--- src/sv/tlb_translate_fifo_lru_assert.svh ---
// Assertion macros used by the translation buffer controller.
`ifndef TLB_TRANSLATE_FIFO_LRU_ASSERT_SVH
`define TLB_TRANSLATE_FIFO_LRU_ASSERT_SVH

// The consequent must hold in the same cycle as the antecedent.
`define TLBFL_ASSERT_SAME(label, clk, rst_n, ante, cons, msg) \
	label: assert property (@(posedge clk) disable iff (!rst_n) (ante) |-> (cons)) \
		else $error(msg);

// The consequent must hold in the cycle after the antecedent.
`define TLBFL_ASSERT_NEXT(label, clk, rst_n, ante, cons, msg) \
	label: assert property (@(posedge clk) disable iff (!rst_n) (ante) |=> (cons)) \
		else $error(msg);

`endif

--- src/sv/tlbfl_pkg.sv ---
`default_nettype none

package tlbfl_pkg;

	localparam int DEF_MAX_ENTRIES = 16;
	localparam int DEF_STAMP_BITS  = 32;

	localparam int PID_W   = 16;
	localparam int PAGE_W  = 20;
	localparam int OFF_W   = 16;
	localparam int FRAME_W = 20;
	localparam int ADDR_W  = 32;
	localparam int PSIZE_W = 17;
	localparam int EIU_W   = 5;

	localparam int CFG_IDX_W  = 2;
	localparam int CFG_DATA_W = 17;

	localparam int S_TDATA_W = 72;
	localparam int M_TDATA_W = 32;

	localparam logic [PSIZE_W-1:0] PSIZE_RESET = 17'd4096;
	localparam logic [EIU_W-1:0]   EIU_RESET   = 5'd16;

	localparam logic REQ_FILL   = 1'b1;
	localparam logic POLICY_LRU = 1'b1;
	localparam logic POLICY_FIFO = 1'b0;

	typedef enum logic [CFG_IDX_W-1:0] {
		REG_PAGE_SIZE      = 2'd0,
		REG_ENTRIES_IN_USE = 2'd1,
		REG_REPLACE_POLICY = 2'd2
	} cfg_reg_t;

	typedef struct packed {
		logic load;     // capture the incoming request
		logic resolve;  // search, pick a victim, install or stamp
		logic scan;     // one step of the LRU stamp scan
		logic emit;     // write the result into the output register
	} tlbfl_cmd_t;

	typedef struct packed {
		logic need_scan;
		logic scan_last;
		logic out_free;
	} tlbfl_status_t;

endpackage

`default_nettype wire

--- src/sv/tlbfl_ctrl.sv ---
`default_nettype none
`include "tlb_translate_fifo_lru_assert.svh"

module tlbfl_ctrl import tlbfl_pkg::*; (
	input  wire logic          clk,
	input  wire logic          arst_n,
	input  wire logic          s_tvalid,
	output logic               s_tready,
	output tlbfl_cmd_t         cmd,
	input  wire tlbfl_status_t st
);

	typedef enum logic [1:0] {
		S_IDLE,
		S_SEARCH,
		S_SCAN,
		S_CALC
	} state_t;

	state_t state_q;
	state_t state_d;

	always_comb begin
		cmd      = '0;
		s_tready = 1'b0;
		state_d  = state_q;
		case (state_q)
			S_IDLE: begin
				s_tready = 1'b1;
				if (s_tvalid) begin
					cmd.load = 1'b1;
					state_d  = S_SEARCH;
				end
			end
			S_SEARCH: begin
				cmd.resolve = 1'b1;
				state_d     = st.need_scan ? S_SCAN : S_CALC;
			end
			S_SCAN: begin
				cmd.scan = 1'b1;
				if (st.scan_last) begin
					state_d = S_CALC;
				end
			end
			S_CALC: begin
				// The next request may enter as soon as this result is placed.
				if (st.out_free) begin
					cmd.emit = 1'b1;
					s_tready = 1'b1;
					if (s_tvalid) begin
						cmd.load = 1'b1;
						state_d  = S_SEARCH;
					end else begin
						state_d = S_IDLE;
					end
				end
			end
			default: begin
				state_d = S_IDLE;
			end
		endcase
	end

	always_ff @(posedge clk or negedge arst_n) begin
		if (!arst_n) begin
			state_q <= S_IDLE;
		end else begin
			state_q <= state_d;
		end
	end

	`TLBFL_ASSERT_NEXT(a_accept_search, clk, arst_n, s_tvalid && s_tready, state_q == S_SEARCH, "accepted request did not enter search")
	`TLBFL_ASSERT_NEXT(a_search_to_calc, clk, arst_n, state_q == S_SEARCH && !st.need_scan, state_q == S_CALC, "search without scan did not go to calc")
	`TLBFL_ASSERT_NEXT(a_scan_holds, clk, arst_n, state_q == S_SCAN && !st.scan_last, state_q == S_SCAN, "stamp scan ended early")
	`TLBFL_ASSERT_NEXT(a_calc_stall, clk, arst_n, state_q == S_CALC && !st.out_free, state_q == S_CALC, "result dropped while output was full")

endmodule

`default_nettype wire

--- src/sv/tlbfl_dp.sv ---
`default_nettype none

module tlbfl_dp import tlbfl_pkg::*; #(
	parameter int MAX_ENTRIES = DEF_MAX_ENTRIES,
	parameter int STAMP_BITS  = DEF_STAMP_BITS
) (
	input  wire logic                 clk,
	input  wire logic                 arst_n,
	input  wire tlbfl_cmd_t           cmd,
	output tlbfl_status_t             st,
	// s_tdata: process_id, page_number, page_offset, fill_frame (lowest first)
	input  wire logic [S_TDATA_W-1:0] s_tdata,
	// s_tuser: req_type
	input  wire logic                 s_tuser,
	output logic                      m_tvalid,
	input  wire logic                 m_tready,
	// m_tdata: physical_address
	output logic [M_TDATA_W-1:0]      m_tdata,
	// m_tuser: hit
	output logic                      m_tuser,
	input  wire logic [PSIZE_W-1:0]   page_size,
	input  wire logic [EIU_W-1:0]     entries_in_use,
	input  wire logic                 replace_policy
);

	localparam int IDX_W = (MAX_ENTRIES > 1) ? $clog2(MAX_ENTRIES) : 1;
	localparam int CNT_W = $clog2(MAX_ENTRIES + 1);
	localparam int LIM_W = (CNT_W > EIU_W) ? CNT_W : EIU_W;
	localparam int PROD_W = FRAME_W + PSIZE_W;

	// Request register.
	logic               req_fill_q;
	logic [PID_W-1:0]   req_pid_q;
	logic [PAGE_W-1:0]  req_page_q;
	logic [OFF_W-1:0]   req_off_q;
	logic [FRAME_W-1:0] req_frame_q;

	// Entry store.
	logic                  valid_q [MAX_ENTRIES];
	logic [PID_W-1:0]      pid_q   [MAX_ENTRIES];
	logic [PAGE_W-1:0]     page_q  [MAX_ENTRIES];
	logic [FRAME_W-1:0]    frame_q [MAX_ENTRIES];
	logic [STAMP_BITS-1:0] stamp_q [MAX_ENTRIES];
	logic [IDX_W-1:0]      ptr_q;
	logic [STAMP_BITS-1:0] use_q;

	logic               hit_q;
	logic [FRAME_W-1:0] frame_sel_q;

	logic [IDX_W-1:0]      cand_q;
	logic [STAMP_BITS-1:0] cand_stamp_q;
	logic [IDX_W-1:0]      scan_idx_q;

	logic                 m_tvalid_q;
	logic [ADDR_W-1:0]    m_tdata_q;
	logic                 m_tuser_q;

	logic [LIM_W-1:0] eiu_ext;
	logic [CNT_W-1:0] live_n;
	logic             is_lru;
	logic             n_zero;
	logic             n_one;

	logic [MAX_ENTRIES-1:0] match;
	logic [MAX_ENTRIES-1:0] free;
	logic [MAX_ENTRIES-1:0] match_oh;
	logic [MAX_ENTRIES-1:0] free_oh;
	logic                   any_hit;
	logic                   any_free;
	logic [IDX_W-1:0]       hit_idx;
	logic [IDX_W-1:0]       free_idx;

	logic [IDX_W-1:0] fifo_v;
	logic [CNT_W-1:0] fifo_v1;
	logic [IDX_W-1:0] fifo_next;

	logic [STAMP_BITS-1:0] scan_rd;
	logic                  scan_take;
	logic [IDX_W-1:0]      nxt_cand;
	logic                  scan_last;
	logic                  need_scan;

	logic             inst_en;
	logic [IDX_W-1:0] inst_idx;
	logic             stamp_we;
	logic [IDX_W-1:0] stamp_idx;
	logic             ptr_we;

	logic [PROD_W-1:0] prod;
	logic [ADDR_W-1:0] addr;

	assign eiu_ext = LIM_W'(entries_in_use);
	assign live_n  = (eiu_ext > LIM_W'(MAX_ENTRIES)) ? CNT_W'(MAX_ENTRIES) : CNT_W'(eiu_ext);
	assign is_lru  = (replace_policy == POLICY_LRU);
	assign n_zero  = (live_n == '0);
	assign n_one   = (live_n == CNT_W'(1));

	for (genvar i = 0; i < MAX_ENTRIES; i++) begin : g_cmp
		logic in_range;
		assign in_range = (CNT_W'(i) < live_n);
		assign match[i] = valid_q[i] && in_range && (pid_q[i] == req_pid_q)
			&& (page_q[i] == req_page_q);
		// Entry 0 is the starting LRU candidate and is never picked as a free slot.
		assign free[i]  = (i != 0) && in_range && !valid_q[i];
	end

	// Isolate the lowest set bit, then encode the one-hot vector.
	assign match_oh = match & (~match + MAX_ENTRIES'(1));
	assign free_oh  = free & (~free + MAX_ENTRIES'(1));
	assign any_hit  = |match;
	assign any_free = |free;

	always_comb begin
		hit_idx  = '0;
		free_idx = '0;
		for (int i = 0; i < MAX_ENTRIES; i++) begin
			if (match_oh[i]) begin
				hit_idx = hit_idx | IDX_W'(i);
			end
			if (free_oh[i]) begin
				free_idx = free_idx | IDX_W'(i);
			end
		end
	end

	// A pointer left beyond a shrunk entry count restarts at entry 0.
	assign fifo_v    = (CNT_W'(ptr_q) < live_n) ? ptr_q : '0;
	assign fifo_v1   = CNT_W'(fifo_v) + CNT_W'(1);
	assign fifo_next = (fifo_v1 == live_n) ? '0 : IDX_W'(fifo_v1);

	assign scan_rd   = stamp_q[scan_idx_q];
	assign scan_take = (scan_rd < cand_stamp_q);
	assign nxt_cand  = scan_take ? scan_idx_q : cand_q;
	assign scan_last = (CNT_W'(scan_idx_q) == (live_n - CNT_W'(1)));
	assign need_scan = req_fill_q && is_lru && !n_zero && !any_free && !n_one;

	always_comb begin
		inst_en   = 1'b0;
		inst_idx  = '0;
		stamp_we  = 1'b0;
		stamp_idx = '0;
		ptr_we    = 1'b0;
		if (cmd.resolve) begin
			if (req_fill_q != REQ_FILL) begin
				if (any_hit && is_lru) begin
					stamp_we  = 1'b1;
					stamp_idx = hit_idx;
				end
			end else if (!n_zero) begin
				if (!is_lru) begin
					inst_en  = 1'b1;
					inst_idx = fifo_v;
					ptr_we   = 1'b1;
				end else if (any_free) begin
					inst_en   = 1'b1;
					inst_idx  = free_idx;
					stamp_we  = 1'b1;
					stamp_idx = free_idx;
				end else if (n_one) begin
					inst_en   = 1'b1;
					inst_idx  = '0;
					stamp_we  = 1'b1;
					stamp_idx = '0;
				end
			end
		end else if (cmd.scan && scan_last) begin
			inst_en   = 1'b1;
			inst_idx  = nxt_cand;
			stamp_we  = 1'b1;
			stamp_idx = nxt_cand;
		end
	end

	always_ff @(posedge clk or negedge arst_n) begin
		if (!arst_n) begin
			for (int i = 0; i < MAX_ENTRIES; i++) begin
				valid_q[i] <= 1'b0;
				stamp_q[i] <= '0;
			end
			ptr_q <= '0;
			use_q <= '0;
		end else begin
			if (inst_en) begin
				valid_q[inst_idx] <= 1'b1;
			end
			if (stamp_we) begin
				stamp_q[stamp_idx] <= use_q;
				use_q              <= use_q + STAMP_BITS'(1);
			end
			if (ptr_we) begin
				ptr_q <= fifo_next;
			end
		end
	end

	always_ff @(posedge clk) begin
		if (inst_en) begin
			pid_q[inst_idx]   <= req_pid_q;
			page_q[inst_idx]  <= req_page_q;
			frame_q[inst_idx] <= req_frame_q;
		end
		if (cmd.load) begin
			req_fill_q  <= s_tuser;
			req_pid_q   <= s_tdata[PID_W-1:0];
			req_page_q  <= s_tdata[PID_W +: PAGE_W];
			req_off_q   <= s_tdata[PID_W+PAGE_W +: OFF_W];
			req_frame_q <= s_tdata[PID_W+PAGE_W+OFF_W +: FRAME_W];
		end
		if (cmd.resolve) begin
			hit_q        <= (req_fill_q == REQ_FILL) || any_hit;
			frame_sel_q  <= (req_fill_q == REQ_FILL) ? req_frame_q : frame_q[hit_idx];
			cand_q       <= '0;
			cand_stamp_q <= stamp_q[0];
			scan_idx_q   <= IDX_W'(1);
		end
		if (cmd.scan) begin
			cand_q       <= nxt_cand;
			cand_stamp_q <= scan_take ? scan_rd : cand_stamp_q;
			scan_idx_q   <= scan_idx_q + IDX_W'(1);
		end
	end

	assign prod = frame_sel_q * page_size;
	assign addr = prod[ADDR_W-1:0] + ADDR_W'(req_off_q);

	always_ff @(posedge clk or negedge arst_n) begin
		if (!arst_n) begin
			m_tvalid_q <= 1'b0;
		end else if (cmd.emit) begin
			m_tvalid_q <= 1'b1;
		end else if (m_tready) begin
			m_tvalid_q <= 1'b0;
		end
	end

	always_ff @(posedge clk) begin
		if (cmd.emit) begin
			m_tdata_q <= hit_q ? addr : '0;
			m_tuser_q <= hit_q;
		end
	end

	assign st.need_scan = need_scan;
	assign st.scan_last = scan_last;
	assign st.out_free  = !m_tvalid_q || m_tready;

	assign m_tvalid = m_tvalid_q;
	assign m_tdata  = m_tdata_q;
	assign m_tuser  = m_tuser_q;

endmodule

`default_nettype wire

--- src/sv/tlb_translate_fifo_lru.sv ---
// Fully associative TLB keyed by process id and page number, with FIFO or
// LRU replacement. A translate request (s_tuser low) is searched against all
// in-use entries at once; a hit returns frame * page_size + offset
// modulo 2^32 with m_tuser high, a miss returns m_tuser low and address 0.
// A fill request (s_tuser high) returns its address and, while any entry is
// in use, installs its frame. A request is captured, searched, then its
// address is multiplied and added into the output register; the next request
// is accepted only as that result is placed, and a full output stalls it.
// An LRU fill with more than one entry in use and every in-use slot from 1
// up occupied walks the stamps of those entries, one entry per cycle.
// Configuration writes are taken at any edge but are meant for idle periods.
`default_nettype none

module tlb_translate_fifo_lru import tlbfl_pkg::*; #(
	parameter int MAX_ENTRIES = DEF_MAX_ENTRIES,
	parameter int STAMP_BITS  = DEF_STAMP_BITS
) (
	input  wire logic                  clk,
	input  wire logic                  arst_n,
	input  wire logic                  cfg_we,
	input  wire logic [CFG_IDX_W-1:0]  cfg_index,
	input  wire logic [CFG_DATA_W-1:0] cfg_data,
	input  wire logic                  s_tvalid,
	output logic                       s_tready,
	// s_tdata: process_id, page_number, page_offset, fill_frame (lowest first)
	input  wire logic [S_TDATA_W-1:0]  s_tdata,
	// s_tuser: req_type
	input  wire logic                  s_tuser,
	output logic                       m_tvalid,
	input  wire logic                  m_tready,
	// m_tdata: physical_address
	output logic [M_TDATA_W-1:0]       m_tdata,
	// m_tuser: hit
	output logic                       m_tuser
);

	logic [PSIZE_W-1:0] page_size_q;
	logic [EIU_W-1:0]   entries_q;
	logic               policy_q;

	tlbfl_cmd_t    cmd;
	tlbfl_status_t st;

	always_ff @(posedge clk or negedge arst_n) begin
		if (!arst_n) begin
			page_size_q <= PSIZE_RESET;
			entries_q   <= EIU_RESET;
			policy_q    <= POLICY_FIFO;
		end else if (cfg_we) begin
			case (cfg_index)
				REG_PAGE_SIZE:      page_size_q <= cfg_data[PSIZE_W-1:0];
				REG_ENTRIES_IN_USE: entries_q   <= cfg_data[EIU_W-1:0];
				REG_REPLACE_POLICY: policy_q    <= cfg_data[0];
				default: begin
				end
			endcase
		end
	end

	tlbfl_ctrl u_ctrl (
		.clk      (clk),
		.arst_n   (arst_n),
		.s_tvalid (s_tvalid),
		.s_tready (s_tready),
		.cmd      (cmd),
		.st       (st)
	);

	tlbfl_dp #(
		.MAX_ENTRIES (MAX_ENTRIES),
		.STAMP_BITS  (STAMP_BITS)
	) u_dp (
		.clk            (clk),
		.arst_n         (arst_n),
		.cmd            (cmd),
		.st             (st),
		.s_tdata        (s_tdata),
		.s_tuser        (s_tuser),
		.m_tvalid       (m_tvalid),
		.m_tready       (m_tready),
		.m_tdata        (m_tdata),
		.m_tuser        (m_tuser),
		.page_size      (page_size_q),
		.entries_in_use (entries_q),
		.replace_policy (policy_q)
	);

endmodule

`default_nettype wire

--- config.mk ---
export PLATFORM = sky130hd
export DESIGN_NAME = tlb_translate_fifo_lru
export DESIGN_NICKNAME = d
export VERILOG_FILES = /design/src/sv/tlbfl_pkg.sv /design/src/sv/tlbfl_ctrl.sv /design/src/sv/tlbfl_dp.sv /design/src/sv/tlb_translate_fifo_lru.sv
export VERILOG_INCLUDE_DIRS = /design/src /design/src/sv
export SDC_FILE = /design/constraint.sdc
export NUM_CORES = 2
export LEC_CHECK = 0
export BUFFER_PORTS_ARGS = -buffer_cell sky130_fd_sc_hd__buf_2
export CAP_MARGIN = 20
export CORE_MARGIN = 10
export CORE_UTILIZATION = 65
export DETAILED_ROUTE_END_ITERATION = 7
export PLACE_DENSITY = 0.78
export SLEW_MARGIN = 20
export SYNTH_ARGS = -nofsm -noshare
export SYNTH_HDL_FRONTEND = slang
export SYNTH_SLANG_ARGS = --single-unit
export TNS_END_PERCENT = 100
--- constraint.sdc ---
create_clock -name clk -period 30.2 [get_ports clk]
set_input_delay 1.51 -clock clk [delete_from_list [all_inputs] [get_ports clk]]
set_output_delay 1.51 -clock clk [all_outputs]
set_load 0.02 [all_outputs]
==> flow_metrics.py <==
metrics = {
    "outcome": {
        "outcome": "completed",
    },
    "floorplan": {
        "die_y_microns": 378,
        "die_area_sq_um": 143000,
        "die_width_microns": 378,
        "initial_utilization_pct": 65.4,
        "io_pins": 132,
        "core_sq_um": 128000,
        "fp-row-count": 131,
    },
    "placed_design": {
        "dp_hpwl_microns": 131000,
        "place_congestion": 0.935,
        "pre_cts_ws_ns": 22.89,
        "portBuffers": 131,
    },
    "global_route": {
        "grt_pass1_vias": 52000,
        "gr-total-overflow": 0,
        "track_usage_pct": 29.7,
        "grt_max_degree": 186,
        "grt_pass1_wl_microns": 320000,
        "antenna_found_initial": 9,
    },
    "clocking": {
        "cts.sinks": 1653,
        "clkSlewWorstSetupHoldPaths_ns": 0.06,
        "cts_setup_buffers": 0,
        "cts-root-buf": "clkbuf_16",
        "cts_tree": "built",
        "h-tree-depth": 4,
        "cts_hold_buf": 0,
        "clock_path_buffers": 3,
        "clock_latency_ns": 0.80,
        "cts-buffers-inserted": 164,
        "cts_resized": 0,
    },
    "synth": {
        "netlist_top_cells_area": "edfxtp_1 (38%), dfrtp_1 (18%), mux2_2 (6.8%)",
        "synth_seq_cells": 1653,
        "synthTopCellsByCount": "edfxtp_1 (1063), dfrtp_1 (588), mux2_2 (503)",
        "ys_async_sr_fraction_pct": 35.7,
        "ys_seq_area_share_pct": 55.9,
        "synth_cell_types": 85,
        "synth_top_area_cell": "edfxtp_1",
        "netlist_area_sq_um": 83500,
        "yosysTopAreaCellShare_pct": 38.3,
        "synth_edf_count": 1063,
        "syn_area_per_cell_sq_um": 13.9,
        "yosys_warnings": 0,
        "synth_most_common_cell": "edfxtp_1",
        "synthCells": 6009,
        "synth_fp_nets": 6517,
        "synthFlopType": "edfxtp_1",
    },
    "drt": {
        "antenna_left": 0,
        "wl_met2_microns": 101000,
        "vias": 50800,
        "drc": 0,
        "drtIter0Drc": 5560,
        "dr.pass1.iters": 7,
        "drt-met1-wl_microns": 83100,
        "detail_route.vias_per_cell": 6.44,
        "met3_wirelength_microns": 19300,
        "routedWlPerCell_microns": 26.9,
        "top_layer_used": "met5",
        "routed_wl_microns": 212000,
    },
    "job": {
        "max-cap-violations": 0,
    },
    "sta": {
        "setup_tns_ns": 0,
        "setup_violations": 0,
        "min_period_ns": 7.33,
        "rsz0062_at_grt": "false",
        "finalCritPeriodShare_pct": 24.3,
        "slew_headroom_pct": 18.3,
        "setup_ws_ns": 22.87,
        "fin_skew_ns": 0.0332,
        "drv_slew": 0,
        "tightest_slew_ns": 1.21,
        "clock.fmax_mhz": 136,
        "hold_viol_final": 0,
    },
    "worst_hold_path": {
        "hold_depth": 1,
        "hp-class": "flip-flop to flip-flop",
    },
    "worst_setup_path": {
        "critPathRequiredTime_ns": 30.75,
        "cp-start-kind": "flip-flop",
        "cp-end-kind": "flip-flop",
        "reg2reg_depth": 22,
        "path_max_fanout": 21,
        "worst-endpoint-arrival_ns": 7.88,
        "critPathKind": "flip-flop to flip-flop",
        "reg2reg_slack_ns": 22.87,
    },
    "final_layout": {
        "fin_nets": 6586,
        "area_growth_pct": 9.30,
        "drive_gt1_share_pct": 19.7,
    },
}
==> worst paths after layout <==
kind / to / from
worst max-delay path: u_dp.m_tdata[31]$_SDFFCE_PN0P_ / page_size_q[2]$_DFFE_PN0P_
worst min-delay path: u_dp.stamp_q[178]$_DFFE_PN0P_ / u_dp.stamp_q[178]$_DFFE_PN0P_
worst max register to register: u_dp.m_tdata[31]$_SDFFCE_PN0P_ / page_size_q[2]$_DFFE_PN0P_
worst min register to register: u_dp.stamp_q[178]$_DFFE_PN0P_ / u_dp.stamp_q[178]$_DFFE_PN0P_
max in group asynchronous: u_dp.stamp_q[501]$_DFFE_PN0P_ / arst_n
min in group asynchronous: policy_q$_DFFE_PN0P_ / arst_n
==> sequential cells by signal, summed over array words and instances, names as in the netlist, 2 cells and up <==
register / flops
u_dp.req_off_q: 16
u_dp.req_page_q: 20
u_ctrl.state_q: 2
u_dp.frame_sel_q: 20
u_dp.scan_idx_q: 4
u_dp.m_tdata: 32
u_dp.pid_q: 256
u_dp.req_frame_q: 20
u_dp.frame_q: 320
u_dp.req_pid_q: 16
u_dp.valid_q: 16
entries_q: 5
u_dp.cand_stamp_q: 32
u_dp.stamp_q: 512
u_dp.use_q: 32
page_size_q: 17
u_dp.cand_q: 4
u_dp.page_q: 320
u_dp.ptr_q: 4
==> layout by cell type (no fill, tap or decap), types with 15 or more instances in the layout <==
| cell | instances |
|---|---|
| o22ai_1 | 43 |
| xnor2_1 | 402 |
| a222oi_1 | 20 |
| ha_1 | 132 |
| a21oi_1 | 50 |
| dfrtp_1 | 588 |
| o221ai_1 | 38 |
| nand3_1 | 67 |
| nor2b_1 | 80 |
| nor4_1 | 135 |
| clkbuf_8 | 18 |
| a21o_1 | 32 |
| clkinv_2 | 19 |
| clkbuf_16 | 168 |
| buf_2 | 130 |
| nand2b_1 | 44 |
| clkbuf_1 | 44 |
| xor2_1 | 214 |
| edfxtp_1 | 1063 |
| nor2_1 | 101 |
| and2_1 | 161 |
| inv_1 | 438 |
| buf_4 | 129 |
| mux2i_1 | 84 |
| or4_1 | 20 |
| nand4_1 | 201 |
| mux2_2 | 503 |
| nor3_1 | 79 |
| o21ai_0 | 88 |
| fa_1 | 277 |
| nand2_1 | 301 |
| and3_1 | 15 |
| mux2_1 | 85 |
| clkinv_1 | 25 |
| mux4_2 | 159 |
==> cell type report <==
| cell class | count | area, sq um |
|---|---|---|
| tap | 1662 | 2080 |
| inverter | 438 | 1640 |
| fill | 8213 | 36300 |
| timing repair buffer | 265 | 1730 |
| multi-input combinational | 3556 | 33700 |
| clock inverter | 73 | 709 |
| antenna | 1 | 2.50 |
| clock buffer | 230 | 4620 |
| sequential | 1653 | 46700 |
==> kinds of logic after synthesis <==
logic type | after synthesis | share of synthesized area [%]
simple gates | 1313 | 8.66
xor+xnor | 616 | 6.47
mux | 831 | 13.2
flops | 1653 | 55.9
fa+ha+maj | 411 | 8.65
compound gates | 385 | 3.21
buf+inv | 800 | 3.84
==> worst max-delay path, stage by stage, from the launching register on <==
cell and delay (ns):
dfrtp_1 0.84, nand2_1 0.18, fa_1 0.54, fa_1 0.58, fa_1 0.46, fa_1 0.54, inv_1 0.05, fa_1 0.47
inv_1 0.05, fa_1 0.48, inv_1 0.04, ha_1 0.32, a21o_1 0.20, a21o_1 0.20, nand2_1 0.10, o2111ai_1 0.17
nand4_1 0.19, o21ai_0 0.25, a21o_1 0.29, o41ai_1 0.58, o21ai_0 0.24, xnor2_1 0.16, and2_1 0.15
==> per-stage QoR <==
| step | hold WS [ns] | utilization [%] | cell area (sq um) | instances |
|---|---|---|---|---|
| after floorplan | 0.424 | - | 83500 | 6009 |
| after global placement | 0.463 | 67.3 | 85900 | 7574 |
| after detailed placement | 0.471 | 67.3 | 85900 | 7574 |
| after CTS | 0.484 | 71.5 | 91200 | 7877 |
| after global routing | 0.493 | 71.5 | 91200 | 7877 |
| final | 0.484 | 71.5 | 91200 | 7878 |
==> per-layer routing <==
layer | up-vias | GRT usage, %
li1 | 21800 | -
met1 | 26100 | 40.4
met2 | 2403 | 48.1
met3 | 486 | 5.54
met4 | 2 | 11.1
met5 | - | 0
Power is not shown: default switching activity piles up to over one toggle a cycle in this logic, so the estimate is an artifact.
